<file path="config.mk">
export PLATFORM = sky130hd
export DESIGN_NAME = core_voltage_cap_arbiter
export DESIGN_NICKNAME = d
export VERILOG_FILES = /design/src/hdl/cvca_pkg.sv /design/src/hdl/cvca_eval.sv /design/src/hdl/cvca_emit.sv /design/src/hdl/core_voltage_cap_arbiter.sv
export SDC_FILE = /design/constraint.sdc
export NUM_CORES = 1
export LEC_CHECK = 0
export BUFFER_PORTS_ARGS = -buffer_cell sky130_fd_sc_hd__buf_2
export CAP_MARGIN = 25
export CORE_ASPECT_RATIO = 0.5
export CORE_MARGIN = 2
export CORE_UTILIZATION = 30
export DETAILED_ROUTE_END_ITERATION = 7
export GPL_TIMING_DRIVEN = 0
export SYNTH_ARGS = -nofsm -noshare
export SYNTH_HDL_FRONTEND = slang
export SYNTH_SLANG_ARGS = --single-unit
</file>
<file path="constraint.sdc">
create_clock -name clk -period 16.8 [get_ports clk]
set_clock_uncertainty 0.05 [all_clocks]
set_input_delay 0 -clock clk [delete_from_list [all_inputs] [get_ports clk]]
set_output_delay 0 -clock clk [all_outputs]
set_load 0.01 [all_outputs]
</file>
<file path="src/hdl/cvca_pkg.sv">
`timescale 1ns / 1ps
// ----------------------------------------------------------------------------
// cvca_pkg
// Shared types and constants for the core-voltage cap arbiter.
// ----------------------------------------------------------------------------
package cvca_pkg;

  localparam int MAX_BUSES_DEF = 8;
  localparam int MAX_STEPS_DEF = 8;
  localparam int BUS_W         = 8;   // width of the bus mask field
  localparam int STEP_TBL_W    = 128; // steps 0..7, 16 bits each

  localparam logic [15:0] NOMINAL_RESET = 16'd1200;

  // Configuration register indexes
  localparam logic [2:0] REG_NOMINAL    = 3'd0;
  localparam logic [2:0] REG_STEP_LOW   = 3'd1;
  localparam logic [2:0] REG_STEP_HIGH  = 3'd2;
  localparam logic [2:0] REG_BUS_COUNT  = 3'd3;
  localparam logic [2:0] REG_BUS_MASK   = 3'd4;

  // Event actions
  localparam logic [2:0] ACT_KERNEL_EN  = 3'd0;
  localparam logic [2:0] ACT_KERNEL_DIS = 3'd1;
  localparam logic [2:0] ACT_KERNEL_SET = 3'd2;
  localparam logic [2:0] ACT_USER_EN    = 3'd3;
  localparam logic [2:0] ACT_USER_DIS   = 3'd4;
  localparam logic [2:0] ACT_USER_SET   = 3'd5;

  typedef struct packed {
    logic [2:0]  action;
    logic [15:0] level_mv;
  } cvca_evt_t;

  typedef struct packed {
    logic [2:0]  bus_index;
    logic [2:0]  step_index;
    logic [15:0] cap_mv;
    logic        last;
  } cvca_cmd_t;

  typedef struct packed {
    logic [15:0]           nominal_mv;
    logic [STEP_TBL_W-1:0] steps;
    logic [3:0]            bus_count;
    logic [BUS_W-1:0]      bus_present_mask;
  } cvca_cfg_t;

  // One re-evaluation's worth of rate commands, handed to the emitter
  typedef struct packed {
    logic [BUS_W-1:0] mask;
    logic             down;
    logic [2:0]       step_index;
    logic [15:0]      cap_mv;
  } cvca_batch_t;

endpackage

</file>
<file path="src/hdl/cvca_eval.sv">
`timescale 1ns / 1ps
// ----------------------------------------------------------------------------
// cvca_eval
// Requester state and cap evaluation: one event per cycle unless it must wait
// on a busy emitter, producing a batch of bus commands for the emitter.
// ----------------------------------------------------------------------------
module cvca_eval import cvca_pkg::*; #(
  parameter int MAX_BUSES = MAX_BUSES_DEF,
  parameter int MAX_STEPS = MAX_STEPS_DEF
) (
  input  logic        clk,
  input  logic        rst,
  input  cvca_cfg_t   cfg,
  input  logic        evt_ok,
  input  cvca_evt_t   evt_q,
  input  logic        emit_free,
  output logic        fire,
  output logic        batch_load,
  output cvca_batch_t batch
);

  logic [7:0]  kernel_count, kernel_count_next;
  logic [7:0]  user_count, user_count_next;
  logic [15:0] kernel_level, kernel_level_next;
  logic [15:0] user_level, user_level_next;
  logic [15:0] cap_level, cap_level_next;
  logic [1:0]  active_requesters, active_requesters_next;

  logic        reeval;
  logic [15:0] target;
  logic [3:0]  nb;
  logic [2:0]  chosen;
  logic        stop;
  logic [15:0] step_v;
  logic [15:0] newcap;

  always_comb begin
    kernel_count_next      = kernel_count;
    user_count_next        = user_count;
    kernel_level_next      = kernel_level;
    user_level_next        = user_level;
    active_requesters_next = active_requesters;
    reeval                 = 1'b0;
    unique case (evt_q.action)
      ACT_KERNEL_EN: begin
        if (kernel_count != 8'hFF) begin
          kernel_count_next = kernel_count + 8'd1;
          if (kernel_count == 8'd0) begin
            if (active_requesters != 2'd3) active_requesters_next = active_requesters + 2'd1;
            reeval = 1'b1;
          end
        end
      end
      ACT_KERNEL_DIS: begin
        if (kernel_count != 8'd0) begin
          kernel_count_next = kernel_count - 8'd1;
          if (kernel_count == 8'd1) begin
            if (active_requesters != 2'd0) active_requesters_next = active_requesters - 2'd1;
            reeval = 1'b1;
          end
        end
      end
      ACT_KERNEL_SET: begin
        kernel_level_next = evt_q.level_mv;
        reeval            = 1'b1;
      end
      ACT_USER_EN: begin
        if (user_count != 8'hFF) begin
          user_count_next = user_count + 8'd1;
          if (user_count == 8'd0) begin
            if (active_requesters != 2'd3) active_requesters_next = active_requesters + 2'd1;
            reeval = 1'b1;
          end
        end
      end
      ACT_USER_DIS: begin
        if (user_count != 8'd0) begin
          user_count_next = user_count - 8'd1;
          if (user_count == 8'd1) begin
            if (active_requesters != 2'd0) active_requesters_next = active_requesters - 2'd1;
            reeval = 1'b1;
          end
        end
      end
      ACT_USER_SET: begin
        user_level_next = evt_q.level_mv;
        reeval          = 1'b1;
      end
      default: ;
    endcase
  end

  // Effective cap, bus count clamp and step rounding
  always_comb begin
    target = cfg.nominal_mv;
    if (kernel_count_next != 8'd0 && kernel_level_next < target) target = kernel_level_next;
    if (user_count_next != 8'd0 && user_level_next < target) target = user_level_next;

    nb = (cfg.bus_count > 4'(MAX_BUSES)) ? 4'(MAX_BUSES) : cfg.bus_count;

    // last step not above target; stops at a zero step
    chosen = 3'd0;
    stop   = 1'b0;
    for (int k = 0; k < MAX_STEPS; k++) begin
      step_v = cfg.steps[k*16 +: 16];
      if (!stop) begin
        if (step_v == 16'd0 || target < step_v) stop = 1'b1;
        else chosen = 3'(k);
      end
    end
    newcap = cfg.steps[{chosen, 4'd0} +: 16];

    cap_level_next   = cap_level;
    batch            = '0;
    batch.step_index = chosen;
    batch.cap_mv     = newcap;
    batch.down       = newcap < cap_level;
    if (reeval && target != cap_level && nb != 4'd0) begin
      cap_level_next = newcap;
      if (newcap != cap_level) begin
        for (int i = 0; i < MAX_BUSES; i++) begin
          batch.mask[i] = cfg.bus_present_mask[i] && (4'(i) < nb);
        end
      end
    end
  end

  // Events without commands never wait on the emitter
  assign fire       = evt_ok && (emit_free || batch.mask == '0);
  assign batch_load = fire && batch.mask != '0;

  always_ff @(posedge clk) begin
    if (rst) begin
      kernel_count      <= 8'd0;
      user_count        <= 8'd0;
      kernel_level      <= NOMINAL_RESET;
      user_level        <= NOMINAL_RESET;
      cap_level         <= NOMINAL_RESET;
      active_requesters <= 2'd0;
    end else if (fire) begin
      kernel_count      <= kernel_count_next;
      user_count        <= user_count_next;
      kernel_level      <= kernel_level_next;
      user_level        <= user_level_next;
      cap_level         <= cap_level_next;
      active_requesters <= active_requesters_next;
    end
  end

  a_active_tracks_counts: assert property (@(posedge clk) disable iff (rst)
    active_requesters == {1'b0, kernel_count != 8'd0} + {1'b0, user_count != 8'd0})
    else $error("active requester count out of step with reference counts");

  a_cap_only_on_event: assert property (@(posedge clk) disable iff (rst)
    !fire |=> $stable(cap_level))
    else $error("cap level moved without an event");

  a_batch_waits_for_emitter: assert property (@(posedge clk) disable iff (rst)
    batch_load |-> emit_free)
    else $error("command batch loaded over a busy emitter");

endmodule

</file>
<file path="src/hdl/cvca_emit.sv">
`timescale 1ns / 1ps
// ----------------------------------------------------------------------------
// cvca_emit
// Walks a batch's bus mask, one rate command per cycle unless cmd_stall holds
// the output register; lowest bus first if the cap drops, highest if it rises.
// ----------------------------------------------------------------------------
module cvca_emit import cvca_pkg::*; #(
  parameter int MAX_BUSES = MAX_BUSES_DEF
) (
  input  logic        clk,
  input  logic        rst,
  input  logic        batch_load,
  input  cvca_batch_t batch,
  output logic        emit_free,
  output logic        cmd_valid,
  input  logic        cmd_stall,
  output cvca_cmd_t   cmd
);

  logic [MAX_BUSES-1:0] pend, pend_next, rest;
  logic                 down;
  logic [2:0]           step_index;
  logic [15:0]          cap_mv;
  logic [2:0]           sel_lo, sel_hi, sel;
  logic                 pop;

  always_comb begin
    sel_lo = 3'd0;
    sel_hi = 3'd0;
    for (int i = MAX_BUSES - 1; i >= 0; i--) begin
      if (pend[i]) sel_lo = 3'(i);
    end
    for (int i = 0; i < MAX_BUSES; i++) begin
      if (pend[i]) sel_hi = 3'(i);
    end
    sel = down ? sel_lo : sel_hi;
    for (int i = 0; i < MAX_BUSES; i++) begin
      rest[i] = pend[i] && (3'(i) != sel);
    end
  end

  assign pop       = (pend != '0) && (!cmd_valid || !cmd_stall);
  assign emit_free = (pend == '0) || (pop && rest == '0);

  always_comb begin
    pend_next = pend;
    if (batch_load) pend_next = batch.mask[MAX_BUSES-1:0];
    else if (pop) pend_next = rest;
  end

  always_ff @(posedge clk) begin
    if (rst) begin
      pend      <= '0;
      cmd_valid <= 1'b0;
    end else begin
      pend <= pend_next;
      if (pop) cmd_valid <= 1'b1;
      else if (!cmd_stall) cmd_valid <= 1'b0;
    end
  end

  always_ff @(posedge clk) begin
    if (batch_load) begin
      down       <= batch.down;
      step_index <= batch.step_index;
      cap_mv     <= batch.cap_mv;
    end
    if (pop) begin
      cmd.bus_index  <= sel;
      cmd.step_index <= step_index;
      cmd.cap_mv     <= cap_mv;
      cmd.last       <= rest == '0;
    end
  end

  a_pending_reaches_output: assert property (@(posedge clk) disable iff (rst)
    (pend != '0 && !(cmd_valid && cmd_stall)) |=> cmd_valid)
    else $error("pending command not moved to output register");

  a_bus_in_range: assert property (@(posedge clk) disable iff (rst)
    cmd_valid |-> cmd.bus_index < 3'(MAX_BUSES - 1) || cmd.bus_index == 3'(MAX_BUSES - 1))
    else $error("bus index beyond bus table");

endmodule

</file>
<file path="src/hdl/core_voltage_cap_arbiter.sv">
`timescale 1ns / 1ps
// Path: the first rate command of an event passes the input register,
// evaluation, the emitter's pending mask and the output register to reach cmd.
// Throughput: one event per cycle while no commands are pending; the emitter
// sends one command per unstalled cycle and stays busy until a batch is sent.
// Reset (synchronous): registers to defaults, counts zero, levels 1200 mV.
// ----------------------------------------------------------------------------
// core_voltage_cap_arbiter
// Arbitrates the core rail cap between kernel and user requesters and emits
// per-bus rate commands when the rounded cap changes.
// ----------------------------------------------------------------------------
module core_voltage_cap_arbiter import cvca_pkg::*; #(
  parameter int MAX_BUSES = MAX_BUSES_DEF,
  parameter int MAX_STEPS = MAX_STEPS_DEF
) (
  input  logic        clk,
  input  logic        rst,
  input  logic        cfg_we,
  input  logic [2:0]  cfg_index,
  input  logic [63:0] cfg_data,
  input  logic        evt_valid,
  output logic        evt_stall,
  input  cvca_evt_t   evt,
  output logic        cmd_valid,
  input  logic        cmd_stall,
  output cvca_cmd_t   cmd
);

  cvca_cfg_t   cfg;
  logic        evt_ok;
  cvca_evt_t   evt_q;
  logic        fire;
  logic        emit_free;
  logic        batch_load;
  cvca_batch_t batch;

  always_ff @(posedge clk) begin
    if (rst) begin
      cfg.nominal_mv       <= NOMINAL_RESET;
      cfg.steps            <= '0;
      cfg.bus_count        <= 4'd0;
      cfg.bus_present_mask <= '0;
    end else if (cfg_we) begin
      unique case (cfg_index)
        REG_NOMINAL:   cfg.nominal_mv            <= cfg_data[15:0];
        REG_STEP_LOW:  cfg.steps[63:0]           <= cfg_data;
        REG_STEP_HIGH: cfg.steps[127:64]         <= cfg_data;
        REG_BUS_COUNT: cfg.bus_count             <= cfg_data[3:0];
        REG_BUS_MASK:  cfg.bus_present_mask      <= cfg_data[BUS_W-1:0];
        default: ;
      endcase
    end
  end

  // input register: holds the item until evaluation takes it
  assign evt_stall = evt_ok && !fire;

  always_ff @(posedge clk) begin
    if (rst) evt_ok <= 1'b0;
    else if (!evt_stall) evt_ok <= evt_valid;
  end

  always_ff @(posedge clk) begin
    if (!evt_stall) evt_q <= evt;
  end

  cvca_eval #(
    .MAX_BUSES (MAX_BUSES),
    .MAX_STEPS (MAX_STEPS)
  ) u_eval (
    .clk        (clk),
    .rst        (rst),
    .cfg        (cfg),
    .evt_ok     (evt_ok),
    .evt_q      (evt_q),
    .emit_free  (emit_free),
    .fire       (fire),
    .batch_load (batch_load),
    .batch      (batch)
  );

  cvca_emit #(
    .MAX_BUSES (MAX_BUSES)
  ) u_emit (
    .clk        (clk),
    .rst        (rst),
    .batch_load (batch_load),
    .batch      (batch),
    .emit_free  (emit_free),
    .cmd_valid  (cmd_valid),
    .cmd_stall  (cmd_stall),
    .cmd        (cmd)
  );

endmodule

</file>
==> results of run 1 <==
-- power by group through the flow --
stage               logic [mW]  clock network (mW)  registers (mW)
floorplan                0.355                   0           0.754
global placement         0.513                   0           0.762
detailed placement       0.541                   0           0.763
CTS                      0.561               0.746           0.747
global route             0.632               0.774           0.748
finish                   0.577               0.736           0.748
-- critical path: cells and delay by family (launching register included) --
kind            cells  cell delay, ns
simple gates       12            3.34
compound gates     20            4.86
mux                 2            1.01
fa+ha+maj           4            1.19
buf+inv            15            4.09
flops               1            0.50
-- layout make-up --
type | count | area (um2)
clock buffer | 35 | 791
buffer | 118 | 514
inverter | 219 | 822
timing repair buffer | 223 | 1710
sequential | 292 | 6470
clock inverter | 22 | 279
antenna | 1 | 2.50
multi-input combinational | 1619 | 10800
fill | 6289 | 38700
tap | 825 | 1030
-- path summary, 6_finish.rpt --
path / startpoint / endpoint / slack (ns) / cells after the start
min reg2reg: u_emit.cap_mv[9] / u_emit.cmd[10] / 0.36 / 0
min: evt[10] / evt_q[10] / 0.07 / 2
max: evt_q[18] / evt_stall / 1.10 / 53
max reg2reg: evt_q[18] / u_eval.kernel_level[5] / 1.40 / 54
-- cells in the mapped netlist (all sizes together), types with 17 or more instances --
cell type and instances:
a211oi 42, a21o 41, a21oi 246, a221oi 17, buf 26, clkbuf 92
dfxtp 230, edfxtp 62, ha 172, inv 218, mux2i 70, nand2 379
nand3 28, nand4 44, nor2 86, nor3 19, nor4 42, o211ai 41
o21ai 97
-- metal layers --
layer / global-route usage / vias up / part of all wire
met5: 0 / - / 0
met4: 0.0727 / 0 / 0.037
met3: 0.0349 / 149 / 0.061
li1: - / 8640 / -
met2: 0.365 / 603 / 0.46
met1: 0.283 / 8769 / 0.44
-- registers in the layout, summed over array words and instances (netlist names) --
name,count
u_emit.step_index,3
evt_q,19
u_eval.user_count,8
u_emit.cmd_valid,1
u_emit.cap_mv,16
u_emit.down,1
cfg,156
u_emit.cmd,23
u_eval.kernel_level,16
u_emit.pend,8
u_eval.kernel_count,8
u_eval.cap_level,16
evt_ok,1
u_eval.user_level,16
-- cell families after synthesis --
logic type,Yosys count,share of synthesized area
compound gates,659,0.236
xor+xnor,17,0.00804
fa+ha+maj,172,0.116
buf+inv,337,0.0720
flops,292,0.349
mux,85,0.0470
simple gates,686,0.172
-- stage by stage --
stage / total power, mW / utilization / hold slack (ns) / area [um2]
after floorplan: 1.11 / - / 0.0489 / 18500
after global placement: 1.28 / 0.329 / 0.127 / 20100
after detailed placement: 1.30 / 0.333 / 0.129 / 20400
after CTS: 2.05 / 0.366 / 0.0429 / 22400
after global routing: 2.15 / 0.367 / 0.0529 / 22400
final: 2.06 / 0.367 / 0.0702 / 22400
-- repair_timing --
action | 4_1_cts | 5_1_grt
hold endpoints to repair | 183 | 0
hold buffers | 94 | 0
gates resized for setup | 0 | 9
setup endpoints to repair | 0 | 76
==> results.sh, run 1 <==
export IMPL_status="finished, final reports clean"
export IMPL_place_congestion=1.00
export IMPL_dp_cells=3201
export IMPL_dr_pass1_iters=6
export IMPL_drt_iter0_drc=1672
export IMPL_cts_clk_slew_worst_paths_ns=0.06
export IMPL_fin_crit_sh=0.935
export IMPL_synth_edf_count=62
export IMPL_setup_slack_ns=1.10
export IMPL_arrival_ns=15.65
export IMPL_finalNetCount=2767
export IMPL_timing_setup_tns_ns=0
export IMPL_cpMaxStageDelayCell="nor4_1"
export IMPL_hold_violations=0
export IMPL_max_slew_margin=0.285
export IMPL_port_buffers=114
export IMPL_drc_errors=0
export IMPL_die_area_um2=63900
export IMPL_min_period_ns=15.70
export IMPL_worstPathRequired_ns=16.75
export IMPL_gr_total_overflow=0
export IMPL_postCtsSetupBuffers=0
export IMPL_clk_latency_ns=0.61
export IMPL_cap_violations=0
export IMPL_postRouteAntennaNets=0
export IMPL_p_per_area_nw_per_um2=91.9
export IMPL_clock_tree_htree_level_count=1
export IMPL_area_delta_synth_final_pct=21.1
export IMPL_coreArea_um2=61100
export IMPL_row_count=64
export IMPL_crit_top_cell="a21o_1"
export IMPL_synth_top_area_share=0.249
export IMPL_rsz0062_at_grt="false"
export IMPL_avgSynthCellArea_um2=8.24
export IMPL_grt_max_degree=21
export IMPL_io_pins=116
export IMPL_drive_gt1_frac=0.110
export IMPL_wl_mm=71.3
export IMPL_cts_root_buf="clkbuf_16"
export IMPL_max_freq_mhz=63.7
export IMPL_synth_area_leaders="dfxtp_1 25%, ha_1 12%, edfxtp_1 10%, nand2_1 7.7%, a21oi_1 6.6%"
export IMPL_startpoint_type="flop"
export IMPL_p_seq_frac=0.363
export IMPL_crit_path_max_fanout=20
export IMPL_cts_buffers=31
export IMPL_routedWlPerCell_um=21.3
export IMPL_holdCritPathClass="in2reg"
export IMPL_tritoncts="yes"
export IMPL_ys_seq_area_frac=0.349
export IMPL_grt_pass1_wl_mm=107
export IMPL_grt_total_usage=0.217
export IMPL_start_util=0.303
export IMPL_vias=18161
export IMPL_viasPerCell=5.41
export IMPL_grt_pass1_vias=17376
export IMPL_critPathKind="reg2out"
export IMPL_drv_slew=0
export IMPL_tightest_slew_ns=1.07
export IMPL_synth_area_leader_cell="dfxtp_1"
export IMPL_max_stage_delay_ns=0.66
export IMPL_hpwl_mm=55.8
export IMPL_synth_nets=2511
export IMPL_intPower_mw=1.38
export IMPL_async_reset_ff_frac=0
export IMPL_die_x_um=355
export IMPL_syn_inst=2248
export IMPL_die_y_um=180
export IMPL_ir_worst_vdd_v=0.0000688
export IMPL_p_sw_frac=0.332
export IMPL_antenna_found_initial=1
export IMPL_power_switching_mw=0.685
export IMPL_static_leakage_power_nw=8.59
export IMPL_finalSetupViolations=0
export IMPL_p_comb_frac=0.280
export IMPL_synth_seq_cells=292
export IMPL_final_common_cell="nand2_1"
export IMPL_final_cell_mix="377 x nand2_1, 244 x a21oi_1, 230 x dfxtp_1, 218 x inv_1, 172 x ha_1"
export IMPL_synth_cell_type_count=94
export IMPL_yosys_warnings=0
export IMPL_cp_end_kind="output pin"
export IMPL_final_cells=3354
export IMPL_cts_path_max_buffers=3
export IMPL_cts_sinks=292
export IMPL_post_place_ws_ns=0.854
export IMPL_ys_dominant_reg_cell="dfxtp_1"
export IMPL_synth_area_um2=18500
export IMPL_power_share_clock=0.357
Power figures use the tool's default switching activity.
==> inputs of run 2 (changes only) <==
--- a/config.mk
+++ b/config.mk
@@ -14,4 +14,5 @@
 export GPL_TIMING_DRIVEN = 0
 export SYNTH_ARGS = -nofsm -noshare
 export SYNTH_HDL_FRONTEND = slang
+export SYNTH_HIERARCHICAL = 1
 export SYNTH_SLANG_ARGS = --single-unit
==> run 2 against run 1 <==
Cell area is 6.9% higher. First-iteration DRC count is 2.2% higher. Via count is 1.4% higher. Fmax is 1.6% lower. Clock-buffer cell count is 5 higher. Synthesized cell count is 0.71% lower. Setup slack worse by 0.25 ns. Power is 11% higher. Die area is 7.6% higher. Cell count is 1.6% higher. Sequential cell count stayed put. Sequential share of layout area is 1.8 points lower. Critical endpoint is now u_emit/pend[6]. Largest power group is now the clock network.
==> results.sh, run 2 <==
export IMPL_status="finished, final reports clean"
export IMPL_die_area_um2=68700
export IMPL_hpwl_mm=56.3
export IMPL_dr_pass1_iters=6
export IMPL_viasPerCell=5.40
export IMPL_synth_edf_count=62
export IMPL_final_cells=3409
export IMPL_hold_violations=0
export IMPL_die_x_um=369
export IMPL_yosys_warnings=6
export IMPL_routedWlPerCell_um=21.3
export IMPL_critPathBufInv=13
export IMPL_vias=18417
export IMPL_r2r_start="evt_q[17]"
export IMPL_multi_input_area_um2=12200
export IMPL_synth_seq_cells=292
export IMPL_row_count=66
export IMPL_clock_tree_htree_level_count=1
export IMPL_synth_cell_type_count=98
export IMPL_avgSynthCellArea_um2=8.93
export IMPL_final_cell_mix="238 x mux2i_1, 230 x dfxtp_1, 225 x nand2b_1, 206 x inv_1, 172 x ha_1"
export IMPL_cap_violations=0
export IMPL_drive_gt1_frac=0.109
export IMPL_seq_area_um2=6470
export IMPL_min_from="evt[16]"
export IMPL_placed_cell_area_um2=21800
export IMPL_start_util=0.305
export IMPL_design_area_um2=24000
export IMPL_synth_area_leader_cell="dfxtp_1"
export IMPL_synth_area_um2=19900
export IMPL_top_register="cfg"
export IMPL_gr_total_overflow=0
export IMPL_cpMaxStageDelayCell="mux2i_1"
export IMPL_max_stage_delay_ns=0.64
export IMPL_synth_most_common_cell="mux2i_1"
export IMPL_max_slew_margin=0.246
export IMPL_path_delay_family="compound AO/OA/AOI/OAI gates"
export IMPL_nFillCells=6624
export IMPL_io_pins=116
export IMPL_timing_setup_tns_ns=0
export IMPL_final_common_cell="mux2i_1"
export IMPL_ir_worst_vdd_v=0.0000690
export IMPL_static_leakage_power_nw=9.95
export IMPL_cts_sinks=292
export IMPL_top_regs="cfg (156), u_emit/cmd (23), evt_q (19)"
export IMPL_ff2ff_path_depth=53
export IMPL_synth_area_leaders="dfxtp_1 23%, mux2i_1 12%, ha_1 11%, edfxtp_1 9.3%, nand2b_1 7.1%"
export IMPL_dp_cells=3247
export IMPL_tritoncts="yes"
export IMPL_reg2reg_to="u_emit/pend[6]"
export IMPL_antenna_found_initial=0
export IMPL_finalSetupViolations=0
export IMPL_clk_latency_ns=0.62
export IMPL_worstPathRequired_ns=17.27
export IMPL_ys_dominant_reg_cell="dfxtp_1"
export IMPL_cts_root_buf="clkbuf_16"
export IMPL_grt_max_degree=24
export IMPL_crit_path_max_fanout=10
export IMPL_coreArea_um2=65300
export IMPL_hold_path_end="evt_q[16]"
export IMPL_fin_crit_sh=0.950
export IMPL_startpoint_type="flop"
export IMPL_finalNetCount=2762
export IMPL_postCtsSetupBuffers=0
export IMPL_async_reset_ff_frac=0
export IMPL_whs_path_depth=2
export IMPL_tightest_slew_ns=1.11
export IMPL_cts_buffers=31
export IMPL_cts_clk_slew_worst_paths_ns=0.07
export IMPL_max_freq_mhz=62.7
export IMPL_largest_reg_flops=156
export IMPL_drt_iter0_drc=1708
export IMPL_syn_inst=2232
export IMPL_reg2reg_slack_ns=0.85
export IMPL_p_per_area_nw_per_um2=95.3
export IMPL_synth_nets=2495
export IMPL_place_congestion=0.956
export IMPL_port_buffers=115
export IMPL_grt_total_usage=0.204
export IMPL_ys_seq_area_frac=0.324
export IMPL_cts_path_max_buffers=3
export IMPL_min_period_ns=15.95
export IMPL_holdCritPathClass="in2reg"
export IMPL_cp_end_kind="flop"
export IMPL_grt_pass1_wl_mm=109
export IMPL_drc_errors=0
export IMPL_critPathKind="reg2reg"
export IMPL_area_delta_synth_final_pct=20.2
export IMPL_drv_slew=0
export IMPL_arrival_ns=16.43
export IMPL_synthTopCellsByCount="242 x mux2i_1, 230 x dfxtp_1, 226 x nand2b_1"
export IMPL_synth_top_area_share=0.231
export IMPL_die_y_um=186
export IMPL_wl_mm=72.5
export IMPL_postRouteAntennaNets=0
export IMPL_grt_pass1_vias=17773
==> run 2: cell count changes after synthesis, moves of 21 or more <==
cell      before  now
o211ai_1      39   18
mux2i_1       70  242
nand2b_1      11  226
a21oi_1      244  116
nor3_1        19   41
nand2_1      378  102
==> run 2: worst max-delay path by stage <==
stage | start | end | slack (ns) | depth (start not counted)
after floorplan | evt_q[18] | u_emit/pend[0] | 3.34 | 50
after global placement | evt_q[17] | u_emit/pend[3] | -1.74 | 50
after detailed placement | evt_q[17] | u_emit/pend[6] | 1.01 | 53
after CTS | evt_q[17] | u_emit/pend[6] | 0.93 | 53
after global routing | evt_q[17] | u_emit/pend[6] | -0.02 | 53
final | evt_q[17] | u_emit/pend[6] | 0.85 | 53
==> run 2: metrics by stage <==
stage	worst slack, ns	power [mW]	utilization	hold slack [ns]
final	0.847	2.28	0.367	0.0407
after global routing	-0.0245	2.38	0.367	0.0437
after CTS	0.930	2.27	0.367	0.0190
after floorplan	3.34	1.26	-	0.0489
after global placement	-1.74	1.46	0.331	0.126
after detailed placement	1.01	1.49	0.334	0.128
==> run 2: cell families after synthesis <==
group | count (synthesis) | synth area share
and+or+nand+nor | 677 | 0.193
AOI/OAI and AO/OA | 502 | 0.176
DFF | 292 | 0.324
xor gates and xnor gates | 10 | 0.00439
buffers and inverters | 327 | 0.0668
muxes | 252 | 0.127
adders and majority gates | 172 | 0.108
==> run 2: area by class of cell <==
class                           instances  area share
Inverter                              207      0.0324
Multi-Input combinational cell       1613       0.508
Antenna cell                            1    0.000104
Buffer                                120      0.0232
Clock buffer                           40      0.0354
Sequential cell                       292       0.270
Clock inverter                         18      0.0115
Timing Repair Buffer                  234      0.0731
Tap cell                              884      0.0461
==> run 2: what timing repair did <==
| item | in CTS | in global routing |
|---|---|---|
| setup endpoints to repair | 0 | 9 |
| hold buffers | 103 | 0 |
| endpoints found under the hold margin | 189 | 0 |
| resized for setup | 0 | 4 |
==> run 2: routing by layer <==
layer	wire length, um	GRT usage	vias to the layer above
met1	32800	0.278	8940
li1	-	-	8691
met2	32700	0.334	647
met5	0	0	-
met4	2870	0.0710	0
met3	4120	0.0213	139
==> run 2: report_power, final <==
part           switching (mW)  total, mW  internal, mW
sequential             0.0213      0.757         0.736
combinational           0.457      0.762         0.305
clock                   0.312      0.764         0.452
total                   0.790       2.28          1.49
==> run 2: worst reg2reg max path, delay by kind of cell (launching register included) <==
family / cells / cell delay (ns)
fa+ha+maj: 4 / 1.09
flops: 1 / 0.35
mux: 3 / 1.50
simple gates: 15 / 3.60
buf+inv: 13 / 4.15
compound gates: 18 / 5.14
